`config.mk`:
```
export PLATFORM = sky130hd
export DESIGN_NAME = dwarf_abbrev_stream_parser
export DESIGN_NICKNAME = d
export VERILOG_FILES = /design/src/sv/dasp_pkg.sv /design/src/sv/dwarf_abbrev_stream_parser.sv /design/src/sv/dasp_front.sv /design/src/sv/dasp_back.sv
export SDC_FILE = /design/constraint.sdc
export NUM_CORES = 1
export LEC_CHECK = 0
export BUFFER_PORTS_ARGS = -buffer_cell sky130_fd_sc_hd__buf_2
export CORE_MARGIN = 1
export CORE_UTILIZATION = 45
export DETAILED_ROUTE_END_ITERATION = 6
export PLACE_DENSITY_LB_ADDON = 0.3
export SLEW_MARGIN = 20
export SYNTH_ARGS = -nofsm -noshare
export SYNTH_HDL_FRONTEND = slang
export SYNTH_SLANG_ARGS = --single-unit
```
`constraint.sdc`:
```
create_clock -name clk -period 5.66 [get_ports clk]
set_clock_uncertainty 0.15 [all_clocks]
set_input_delay 0.566 -clock clk [delete_from_list [all_inputs] [get_ports clk]]
set_output_delay 0.566 -clock clk [all_outputs]
set_load 0.02 [all_outputs]
```
`src/sv/dasp_pkg.sv`:
```
// ----------------------------------------------------------------------------
// dasp_pkg
// Types and constants of the abbreviation stream parser: request and record
// payloads, the classified byte token and the record kind codes.
// ----------------------------------------------------------------------------
package dasp_pkg;

	localparam int QUEUE_DEPTH = 2;
	localparam int QPTR_W      = (QUEUE_DEPTH > 1) ? $clog2(QUEUE_DEPTH) : 1;
	localparam int QCNT_W      = $clog2(QUEUE_DEPTH + 1);

	localparam logic [15:0] IMPLICIT_FORM_RESET = 16'd33;

	localparam logic [1:0] KIND_HEADER    = 2'd0;
	localparam logic [1:0] KIND_ATTR      = 2'd1;
	localparam logic [1:0] KIND_ABBR_END  = 2'd2;
	localparam logic [1:0] KIND_TABLE_END = 2'd3;

	typedef struct packed {
		logic [7:0] data_byte;
		logic       table_start;
	} dasp_req_t;

	typedef struct packed {
		logic [1:0]         record_kind;
		logic [31:0]        abbrev_id;
		logic [15:0]        tag_code;
		logic [7:0]         child_flag;
		logic [15:0]        attr_name;
		logic [15:0]        attr_form;
		logic signed [63:0] implicit_value;
		logic [7:0]         attr_count;
		logic               overlong;
	} dasp_rec_t;

	// Byte as the back end sees it: raw byte, continuation flag, start mark.
	typedef struct packed {
		logic [7:0] raw;
		logic       more;
		logic       start;
	} dasp_tok_t;

	typedef struct packed {
		logic      valid;
		dasp_tok_t tok;
	} dasp_head_t;

endpackage

```
`src/sv/dwarf_abbrev_stream_parser.sv`:
```
// ----------------------------------------------------------------------------
// dwarf_abbrev_stream_parser
// Streaming decoder for an abbreviation table section: bytes in, header,
// attribute, abbrev-end and table-end records out.
// ----------------------------------------------------------------------------
// The block takes one section byte per request and sustains one byte per
// cycle while the record register is not stalled. A byte is queued by the
// front end in a two-entry FIFO and parsed by the back end from its head; a
// record caused by that byte is registered as the byte is parsed and is then
// offered on the rec channel. The parse loop (one LEB byte folded into a
// 64-bit accumulator per cycle) sets that rate. Bytes that end no value give
// no record. While the record register is stalled the parser holds, and the
// FIFO takes up to two more bytes before byte_stall rises.
// Set table_start on the first byte of a table; after a table-end record all
// bytes are dropped until the next table_start. implicit_form_code is written
// through the cfg channel (always ready) and must only change while idle.
// ----------------------------------------------------------------------------
module dwarf_abbrev_stream_parser #(
	parameter int MAX_ATTRS = 255
) (
	input  logic                clk,
	input  logic                arst_n,
	// Byte requests
	input  logic                byte_valid,
	output logic                byte_stall,
	input  dasp_pkg::dasp_req_t byte_req,
	// Records
	output logic                rec_valid,
	input  logic                rec_stall,
	output dasp_pkg::dasp_rec_t rec,
	// Configuration write: implicit_form_code
	input  logic                cfg_valid,
	output logic                cfg_ready,
	input  logic [15:0]         cfg_data
);
	import dasp_pkg::*;

	dasp_head_t  head;
	logic        pop;
	logic [15:0] implicit_form_q;

	// Take config writes at any time; the user keeps them to idle periods.
	assign cfg_ready = 1'b1;

	always_ff @(posedge clk or negedge arst_n) begin
		if (!arst_n) begin
			implicit_form_q <= IMPLICIT_FORM_RESET;
		end else if (cfg_valid && cfg_ready) begin
			implicit_form_q <= cfg_data;
		end
	end

	// Front end: accept and classify bytes, buffer them.
	dasp_front u_front (
		.clk        (clk),
		.arst_n     (arst_n),
		.byte_valid (byte_valid),
		.byte_stall (byte_stall),
		.byte_req   (byte_req),
		.head       (head),
		.pop        (pop)
	);

	// Back end: decode LEB values, advance the entry phase, hold the record.
	dasp_back #(
		.MAX_ATTRS (MAX_ATTRS)
	) u_back (
		.clk                (clk),
		.arst_n             (arst_n),
		.head               (head),
		.pop                (pop),
		.implicit_form_code (implicit_form_q),
		.rec_valid          (rec_valid),
		.rec_stall          (rec_stall),
		.rec                (rec)
	);

endmodule

```
`src/sv/dasp_front.sv`:
```
// ----------------------------------------------------------------------------
// dasp_front
// Accept section bytes, tag the LEB continuation bit and queue them for the
// parser in a short FIFO.
// ----------------------------------------------------------------------------
module dasp_front (
	input  logic                clk,
	input  logic                arst_n,
	input  logic                byte_valid,
	output logic                byte_stall,
	input  dasp_pkg::dasp_req_t byte_req,
	output dasp_pkg::dasp_head_t head,
	input  logic                pop
);
	import dasp_pkg::*;

	dasp_tok_t          slot_q [QUEUE_DEPTH];
	logic [QPTR_W-1:0]  wr_ptr_q;
	logic [QPTR_W-1:0]  rd_ptr_q;
	logic [QCNT_W-1:0]  cnt_q;
	logic               push;
	logic               do_pop;
	dasp_tok_t          tok;

	assign byte_stall = (cnt_q == QCNT_W'(QUEUE_DEPTH));
	assign push       = byte_valid && !byte_stall;
	assign do_pop     = pop && (cnt_q != '0);

	// Classify the incoming byte.
	assign tok.raw   = byte_req.data_byte;
	assign tok.more  = byte_req.data_byte[7];
	assign tok.start = byte_req.table_start;

	assign head.valid = (cnt_q != '0);
	assign head.tok   = slot_q[rd_ptr_q];

	always_ff @(posedge clk) begin
		if (push) begin
			slot_q[wr_ptr_q] <= tok;
		end
	end

	always_ff @(posedge clk or negedge arst_n) begin
		if (!arst_n) begin
			wr_ptr_q <= '0;
			rd_ptr_q <= '0;
			cnt_q    <= '0;
		end else begin
			if (push) begin
				wr_ptr_q <= (wr_ptr_q == QPTR_W'(QUEUE_DEPTH - 1)) ? '0 : wr_ptr_q + 1'b1;
			end
			if (do_pop) begin
				rd_ptr_q <= (rd_ptr_q == QPTR_W'(QUEUE_DEPTH - 1)) ? '0 : rd_ptr_q + 1'b1;
			end
			if (push && !do_pop) begin
				cnt_q <= cnt_q + QCNT_W'(1);
			end else if (!push && do_pop) begin
				cnt_q <= cnt_q - QCNT_W'(1);
			end
		end
	end

endmodule

```
`src/sv/dasp_back.sv`:
```
// ----------------------------------------------------------------------------
// dasp_back
// Parser proper: unless stalled, fold one queued byte a cycle into the LEB
// accumulator, walk entry phases and hold each record in an output register.
// ----------------------------------------------------------------------------
module dasp_back #(
	parameter int MAX_ATTRS = 255
) (
	input  logic                 clk,
	input  logic                 arst_n,
	input  dasp_pkg::dasp_head_t head,
	output logic                 pop,
	input  logic [15:0]          implicit_form_code,
	output logic                 rec_valid,
	input  logic                 rec_stall,
	output dasp_pkg::dasp_rec_t  rec
);
	import dasp_pkg::*;

	localparam int          CAP_I = (MAX_ATTRS < 255) ? MAX_ATTRS : 255;
	localparam logic [7:0]  CAP   = CAP_I[7:0];

	typedef enum logic [2:0] {
		PH_NUMBER,
		PH_TAG,
		PH_CHILDREN,
		PH_NAME,
		PH_FORM,
		PH_CONST
	} phase_t;

	phase_t      ph_q, ph_d;
	logic [63:0] acc_q, acc_d;
	logic [3:0]  cnt_q, cnt_d;
	logic [31:0] num_q, num_d;
	logic [15:0] tag_q, tag_d;
	logic [15:0] name_q, name_d;
	logic [15:0] form_q, form_d;
	logic [7:0]  pairs_q, pairs_d;
	logic        done_q, done_d;
	logic        ovl_q, ovl_d;
	logic        rec_valid_q;
	dasp_rec_t   rec_q;
	logic        emit;
	dasp_rec_t   er;

	assign pop       = head.valid && (!rec_valid_q || !rec_stall);
	assign rec_valid = rec_valid_q;
	assign rec       = rec_q;

	always_comb begin
		logic [6:0]  shamt;
		logic [63:0] v;
		logic        fin;
		logic [63:0] fval;

		ph_d    = ph_q;
		acc_d   = acc_q;
		cnt_d   = cnt_q;
		num_d   = num_q;
		tag_d   = tag_q;
		name_d  = name_q;
		form_d  = form_q;
		pairs_d = pairs_q;
		done_d  = done_q;
		ovl_d   = ovl_q;
		emit    = 1'b0;
		er      = '0;
		fin     = 1'b0;
		fval    = '1;
		v       = '0;
		shamt   = '0;

		// Start of a new table: drop any partial entry.
		if (head.tok.start) begin
			ph_d    = PH_NUMBER;
			acc_d   = '0;
			cnt_d   = '0;
			num_d   = '0;
			tag_d   = '0;
			name_d  = '0;
			form_d  = '0;
			pairs_d = '0;
			done_d  = 1'b0;
			ovl_d   = 1'b0;
		end

		if (!done_d) begin
			if (ph_d == PH_CHILDREN) begin
				emit           = 1'b1;
				er.record_kind = KIND_HEADER;
				er.abbrev_id   = num_d;
				er.tag_code    = tag_d;
				er.child_flag  = head.tok.raw;
				pairs_d        = '0;
				ph_d           = PH_NAME;
			end else begin
				shamt = 7'({cnt_d, 3'b000}) - 7'(cnt_d);
				if (cnt_d < 4'd9) begin
					acc_d = acc_d | ({57'd0, head.tok.raw[6:0]} << shamt[5:0]);
					cnt_d = cnt_d + 4'd1;
				end else if (cnt_d == 4'd9) begin
					acc_d[63] = acc_d[63] | head.tok.raw[0];
					cnt_d     = 4'd10;
				end else begin
					ovl_d = 1'b1;
				end

				if (!head.tok.more) begin
					v     = acc_d;
					acc_d = '0;
					case (ph_d)
						PH_NUMBER: begin
							cnt_d = '0;
							num_d = v[31:0];
							if (v[31:0] == 32'd0) begin
								emit           = 1'b1;
								er.record_kind = KIND_TABLE_END;
								done_d         = 1'b1;
							end else begin
								ph_d = PH_TAG;
							end
						end
						PH_TAG: begin
							cnt_d = '0;
							tag_d = v[15:0];
							ph_d  = PH_CHILDREN;
						end
						PH_NAME: begin
							cnt_d  = '0;
							name_d = v[15:0];
							ph_d   = PH_FORM;
						end
						PH_FORM: begin
							cnt_d  = '0;
							form_d = v[15:0];
							if (v[15:0] == implicit_form_code) begin
								ph_d = PH_CONST;
							end else begin
								fin = 1'b1;
							end
						end
						PH_CONST: begin
							// Sign extend only values shorter than ten bytes.
							shamt = 7'({cnt_d, 3'b000}) - 7'(cnt_d);
							if (cnt_d < 4'd10 && head.tok.raw[6]) begin
								v = v | ({64{1'b1}} << shamt[5:0]);
							end
							cnt_d = '0;
							fval  = v;
							fin   = 1'b1;
						end
						default: begin
							ph_d = PH_NUMBER;
						end
					endcase
				end
			end
		end

		if (fin) begin
			emit         = 1'b1;
			er.abbrev_id = num_d;
			er.tag_code  = tag_d;
			if (name_d == 16'd0) begin
				er.record_kind = KIND_ABBR_END;
				er.attr_count  = pairs_d;
				ph_d           = PH_NUMBER;
			end else begin
				er.record_kind    = KIND_ATTR;
				er.attr_name      = name_d;
				er.attr_form      = form_d;
				er.implicit_value = fval;
				if (pairs_d < CAP) begin
					pairs_d = pairs_d + 8'd1;
				end
				ph_d = PH_NAME;
			end
		end

		// The flag reports overruns since the previous record.
		if (emit) begin
			er.overlong = ovl_d;
			ovl_d       = 1'b0;
		end
	end

	always_ff @(posedge clk or negedge arst_n) begin
		if (!arst_n) begin
			ph_q        <= PH_NUMBER;
			acc_q       <= '0;
			cnt_q       <= '0;
			num_q       <= '0;
			tag_q       <= '0;
			name_q      <= '0;
			form_q      <= '0;
			pairs_q     <= '0;
			done_q      <= 1'b0;
			ovl_q       <= 1'b0;
			rec_valid_q <= 1'b0;
			rec_q       <= '0;
		end else begin
			if (pop) begin
				ph_q        <= ph_d;
				acc_q       <= acc_d;
				cnt_q       <= cnt_d;
				num_q       <= num_d;
				tag_q       <= tag_d;
				name_q      <= name_d;
				form_q      <= form_d;
				pairs_q     <= pairs_d;
				done_q      <= done_d;
				ovl_q       <= ovl_d;
				rec_valid_q <= emit;
				if (emit) begin
					rec_q <= er;
				end
			end else if (!rec_stall) begin
				rec_valid_q <= 1'b0;
			end
		end
	end

endmodule

```
# [Word level (Yosys, flattened, before mapping)]
# Memories as Yosys holds them, arrays and structs flattened.
# Cells that the tools add are included.
[op_classes] add_sub_neg=8 magnitude_cmp=3 n_eq_ne=9 n_shift=2 muxes=99 bitwise=3 n_reduce_logical=19
[ops] op="64-bit two-way mux" n=9
[ops] op="16-bit two-way mux" n=15
[ops] op="63-bit two-way mux" n=3
[ops] op="32-bit two-way mux" n=5
[ops] op="64-bit bitwise OR" n=2
[ops] op="104-bit two-way mux" n=1
[ops] op="96-bit two-way mux" n=1
[ops] op="64-bit by 6-bit << shifter with 64-bit output, first input constant" n=1
[ops] op="7-bit by 6-bit << shifter with 64-bit output" n=1
[ops] op="58-bit two-way mux" n=1
[ops] op="56-bit two-way mux" n=1
[ops] op="8-bit two-way mux" n=7
[ops] op="50-bit two-way mux" n=1
[ops] op="4-bit two-way mux" n=9
[ops] op="32-bit logical NOT" n=1
[ops] op="1-bit two-way mux" n=29
[ops] op="3-bit two-way mux" n=7
[ops] op="16-bit == test" n=1
[ops] op="16-bit logical NOT" n=1
[ops] op="2-bit two-way mux" n=8
[ops] op="3-bit one-hot mux with 5 select lines" n=1
[ops] op="6-bit by 4-bit subtractor with 6-bit output" n=2
[ops] op="8-bit by 1-bit adder with 8-bit output, second input constant" n=1
[ops] op="4-bit < comparator, second input constant" n=2
[ops] op="20 further kinds" n=33
[word_totals] ff_bits=345 mem_bits_rw=20 in_bits=30 wordCells=168 memories=1
[memory_table] memory="u_front.slot_q" depth=2 width=10 read_ports=1 rd_ports_with_merged_regs=0 wr=1 line="dasp_front.sv:17" text="dasp_tok_t slot_q [QUEUE_DEPTH];"

# [Depth between registers and ports, before layout]
# An unclocked memory read counts as a cell.
[depth] depth_word=17 ltp_mapped=27 ltp_nobuf=18

# [By module]
# A second synthesis with hierarchy kept.
[hier_totals] cells_unflattened=1730 area_unflattened_um2=17584.4
[by_module_without_submodules] mod="dasp_back" instances=1 cells_each=1646 area_per_inst_um2=16061.7 seq_area_each_um2=8132.8
[by_module_without_submodules] mod="dasp_front" instances=1 cells_each=48 area_per_inst_um2=859.6 seq_area_each_um2=640.6
[by_module_without_submodules] mod="dwarf_abbrev_stream_parser" instances=1 cells_each=36 area_per_inst_um2=663.1 seq_area_each_um2=402.9

# [Worst setup path after synthesis]
# OpenSTA, ideal clock, no wires.
[synth_timing] path_type="register to register" start="reg u_front.rd_ptr_q" end="reg u_back.rec_q, in the netlist u_back.rec[54]" arrival_ns=5.807 required_ns=5.389 setup_slack_ns=-0.418 path_stages_with_launch=23 n_path_buf=11 period_less_slack_ns=6.078 cell_sequence="dfrtp_1 > mux2i_1 > buf_2 > buf_2 > buf_2 > clkbuf_1 > clkbuf_1 > clkbuf_1 > buf_1 > nand2_1 > ha_1 > clkbuf_1 > mux4_2 > mux2i_1 > o32ai_1 > a221oi_2 > o2111ai_1 > or4_1 > buf_2 > and3_1 > buf_6 > buf_6 > a22o_1"
[synth_between] elab_chain_cells=17 word_cells_on_any_way=55 cone_classes="add/sub (3); order compare (2); eq/ne (6); shift (2); mux (34); bitwise (2); reduce/logical (5); memory (1)"
[synth_lines] element="start: declaration" line="dasp_front.sv:19" text="logic [QPTR_W-1:0] rd_ptr_q;"
[synth_lines] element="start signal: assignment" line="dasp_front.sv:53" text="rd_ptr_q <= (rd_ptr_q == QPTR_W'(QUEUE_DEPTH - 1)) ? '0 : rd_ptr_q + 1'b1;"
[synth_lines] element="memory read 2 x 10 bit (*)"
[synth_lines] element="parallel branches: the longest is 16 deep, another holds 6-bit by 4-bit subtractor with 6-bit output"
[synth_lines] element="end signal: assignment" line="dasp_back.sv:216" text="rec_q <= er;"
[synth_lines] element="end: declaration" line="dasp_back.sv:43" text="dasp_rec_t rec_q;"
# Every way passes the cells marked *. The select of a mux whose other input is x is not followed.
# A chain may end at the register's enable or synchronous reset.

# [Final worst setup path]
[layout_timing] start="reg u_front.rd_ptr_q" end="reg u_back.rec_q, in the netlist u_back.rec[38]"
# Same word-level chain as after synthesis.

==> results by group <==
Timing
  – Final TNS setup: 0 ns
  – Final hold viol count: 0
  – Max Clock Freq: 182 MHz
  – Slew headroom: 0.290
  – Final Max Tran Viols: 0
  – Worst-Margin Slew: 1.06 ns
  – Final Cycle Share: 0.970
  – RSZ-0062 raised after global routing: false
  – Crit path time final: 5.49 ns
  – Final setup viols: 0

Hold path
  – Min-delay worst type: in -> reg

Synth
  – Ys async rst share: 0.950
  – Ys Warns: 0
  – Synth Cell Area: 17800 um2
  – Yosys reg bits: 363
  – Sequential share of the synthesized area: 0.514
  – Gate Count Post-Synth: 1789
  – Number of synthesized flops with an enable pin: 18
  – Post-synth top flop: dfrtp_1
  – Distinct cell type count of the synthesized netlist: 92
  – Post-Syn Nets: 1830
  – Mapped Avg Cell Area: 9.97 um2

Clock tree
  – Max Buffers Root-to-Sink: 3
  – Clk_lat worst skew: 0.58 ns
  – Clk slew on worst S/H paths: 0.07 ns
  – Root Buffer: clkbuf_16
  – CTS tree: yes
  – Htree depth: 2
  – Post-CTS Setup Inserts: 0
  – Total clock sinks: 363
  – Total CTS buffers: 39

Cells and area
  – Finished Layout Cells: 2546
  – Register area: 9180 um2
  – Multi-input logic area: 7990 um2
  – Commonest cells after routing, fill and taps aside: 343 x dfrtp_1, 247 x nand2_1, 193 x buf_2, 158 x o21ai_0, 149 x a22o_1
  – Nets: 2041
  – Synth-to-layout area growth: 18.5%
  – Commonest non-fill, non-tap cell in the layout: dfrtp_1
  – Fill cell count: 3512
  – Layout cells sized above 1: 0.205

Critical path
  – Critical Path RT: 5.95 ns
  – CP Class: reg -> reg
  – Critical Path Max Stage Delay: 0.67 ns
  – Flop-to-flop setup slack: 0.17 ns
  – Endpoint arrival time on the critical path: 5.78 ns
  – Cell Chain, Critical Path: mux2_4 -> nor2_8 -> inv_4 -> ha_1 -> buf_4 -> mux4_2 -> o21ai_0 -> o211ai_1 -> and3_1 -> o22ai_1 -> a221oi_1 -> nand4_1 -> or4_1 -> and3_1 -> buf_12 -> a22o_1
  – CP Launch Type: flop
  – Most used cell, CP: and3_1
  – CP max FO: 27
  – Worst setup EP type: flop
  – Slowest cell on the critical path: or4_1

Drt
  – Vias/cell: 6.37
  – Final WL: 66400 um
  – First DRT Iteration DRCs: 2076
  – DRC viols: 0
  – Post-DRT Antenna Nets: 0
  – Wirelength per Cell: 26.1 um
  – Drt first pass iters: 6
  – Vias: 16200

Global route
  – Vias in the first global route: 15300
  – GR Overflow Total: 0
  – Largest net degree at the start of global routing: 156
  – Global-route wire length before repair: 100000 um
  – Total GRT Usage: 0.328
  – Initial antenna violation count: 3

Die
  – Initial Util: 0.458
  – Die height: 201 um
  – Top-level port count: 196
  – Core area: 38900 um2
  – Die Span X: 201 um
  – Site row count: 72
  – Die area: 40400 um2

Power
  – Clock network fraction of total power: 0.178
  – Reg power frac: 0.257
  – Comb power frac: 0.565
  – NetSw: 0.00768 W
  – Int Pwr: 0.00765 W
  – Switch share: 0.501
  – Worst vdd ir: 339 uV
  – Leak pwr: 9.74 nW
  – PD cells: 725 nW/um2

Status
  – Status: completed

Placement
  – Cell total after placement: 2476
  – Final GP Congestion: 1.07
  – Post-DP HPWL: 47900 um
  – # port buffers: 194

Job
  – Maximum capacitance violations: 0
-- worst max-delay path, delay by kind of cell, from the launching register on --
kind	cells	cell delay, ns
mux	2	0.59
buf+inv	3	0.49
fa+ha+maj	1	0.44
flops	1	0.44
compound gates	5	1.20
simple gates	5	2.04
-- path summary, 6_finish.rpt --
path / from / endpoint / depth (start not counted)
worst max register to register: u_front.rd_ptr_q / u_back.rec[38] / 16
worst min register to register: u_back.form_q[3] / u_back.form_q[3] / 2
worst max-delay path: u_front.rd_ptr_q / u_back.rec[38] / 16
worst min-delay path: byte_req[1] / u_front.slot_q[1][2] / 1
max in group asynchronous: arst_n / u_back.rec[58] / 3
min in group asynchronous: arst_n / implicit_form_q[4] / 2
-- logic make-up (layout without fill, tap and decap cells) --
| family | count (synthesis) | in the layout | synth area share |
|---|---|---|---|
| buffers and inverters | 165 | 403 | 0.0410 |
| adders and majority gates | 11 | 11 | 0.00771 |
| AOI/OAI and AO/OA | 674 | 674 | 0.268 |
| muxes | 42 | 42 | 0.0294 |
| xor gates and xnor gates | 11 | 11 | 0.00540 |
| and+or+nand+nor | 522 | 522 | 0.134 |
| other | 1 | 2 | 0.000210 |
| DFF | 363 | 363 | 0.514 |
-- cell usage after synthesis, drive strengths merged, types with 9 or more instances --
| cell type | count | area (um2) |
|---|---|---|
| mux2 | 20 | 229 |
| mux2i | 16 | 160 |
| nand2 | 249 | 945 |
| dfrtp | 343 | 8580 |
| a31oi | 30 | 188 |
| clkbuf | 76 | 285 |
| edfxtp | 18 | 541 |
| and3 | 15 | 93.8 |
| o211ai | 16 | 130 |
| ha | 11 | 138 |
| nand2b | 10 | 62.6 |
| a211oi | 21 | 175 |
| o21ai | 163 | 820 |
| a22oi | 26 | 200 |
| nor4 | 21 | 138 |
| o21a | 10 | 75.1 |
| inv | 34 | 130 |
| a22o | 149 | 1310 |
| buf | 53 | 309 |
| nand3 | 43 | 220 |
| nor3 | 41 | 225 |
| o2bb2ai | 73 | 646 |
| or3 | 9 | 56.3 |
| nor2 | 96 | 379 |
| a21oi | 98 | 494 |
| o22ai | 16 | 100 |
| nand4 | 11 | 68.8 |
-- per-layer routing --
layer	wire, um	vias to the layer above	track usage
met4	3140	4	0.149
met3	6480	184	0.0628
met5	23	-	0
met1	29000	7993	0.483
met2	27800	918	0.467
li1	-	7127	-
-- cell type report --
type,instances,share of cell area
flip-flops and latches,363,0.434
clock buffers,55,0.0523
inverters,36,0.00651
repair buffers,299,0.0875
diodes,1,0.000118
multi-input cells,1261,0.378
well taps,518,0.0307
clock inverters,13,0.0112
-- timing repair --
action	CTS	global route
resized for setup	0	2
hold endpoints to repair	94	0
endpoints found under the setup margin	0	11
hold buffers	1	0
-- power by group through the flow --
stage               registers [W]  logic (W)  clock network (W)
global route              0.00402    0.00905            0.00286
finish                    0.00395    0.00866            0.00273
global placement          0.00396    0.00832                  0
detailed placement        0.00396    0.00835                  0
CTS                       0.00393    0.00838            0.00276
floorplan                 0.00421    0.00447                  0
-- metrics by stage --
step           total power [W]  hold slack (ns)  instance area [um2]  utilization  setup WS, ns
4_1_cts                 0.0151           0.0275                21100        0.543         0.211
6_report                0.0153           0.0281                21100        0.543         0.168
3_5_place_dp            0.0123            0.314                19800        0.508         0.247
5_1_grt                 0.0159           0.0442                21100        0.543        0.0115
2_1_floorplan          0.00868            0.120                17800            -        0.0578
3_3_place_gp            0.0123            0.304                19800        0.508         0.292
-- registers in the layout, indices dropped and copies added (netlist names) --
signal / flops
u_back.done_q: 1
u_back.ph_q: 3
u_back.tag_q: 16
u_front.cnt_q: 2
u_back.name_q: 16
u_back.ovl_q: 1
implicit_form_q: 16
u_back.pairs_q: 8
u_front.rd_ptr_q: 1
u_back.cnt_q: 4
u_back.num_q: 32
u_back.rec_valid: 1
u_back.form_q: 16
u_front.wr_ptr_q: 1
u_back.rec: 163
u_back.acc_q: 64
u_front.slot_q: 18
(Power assumes the default switching activity.)
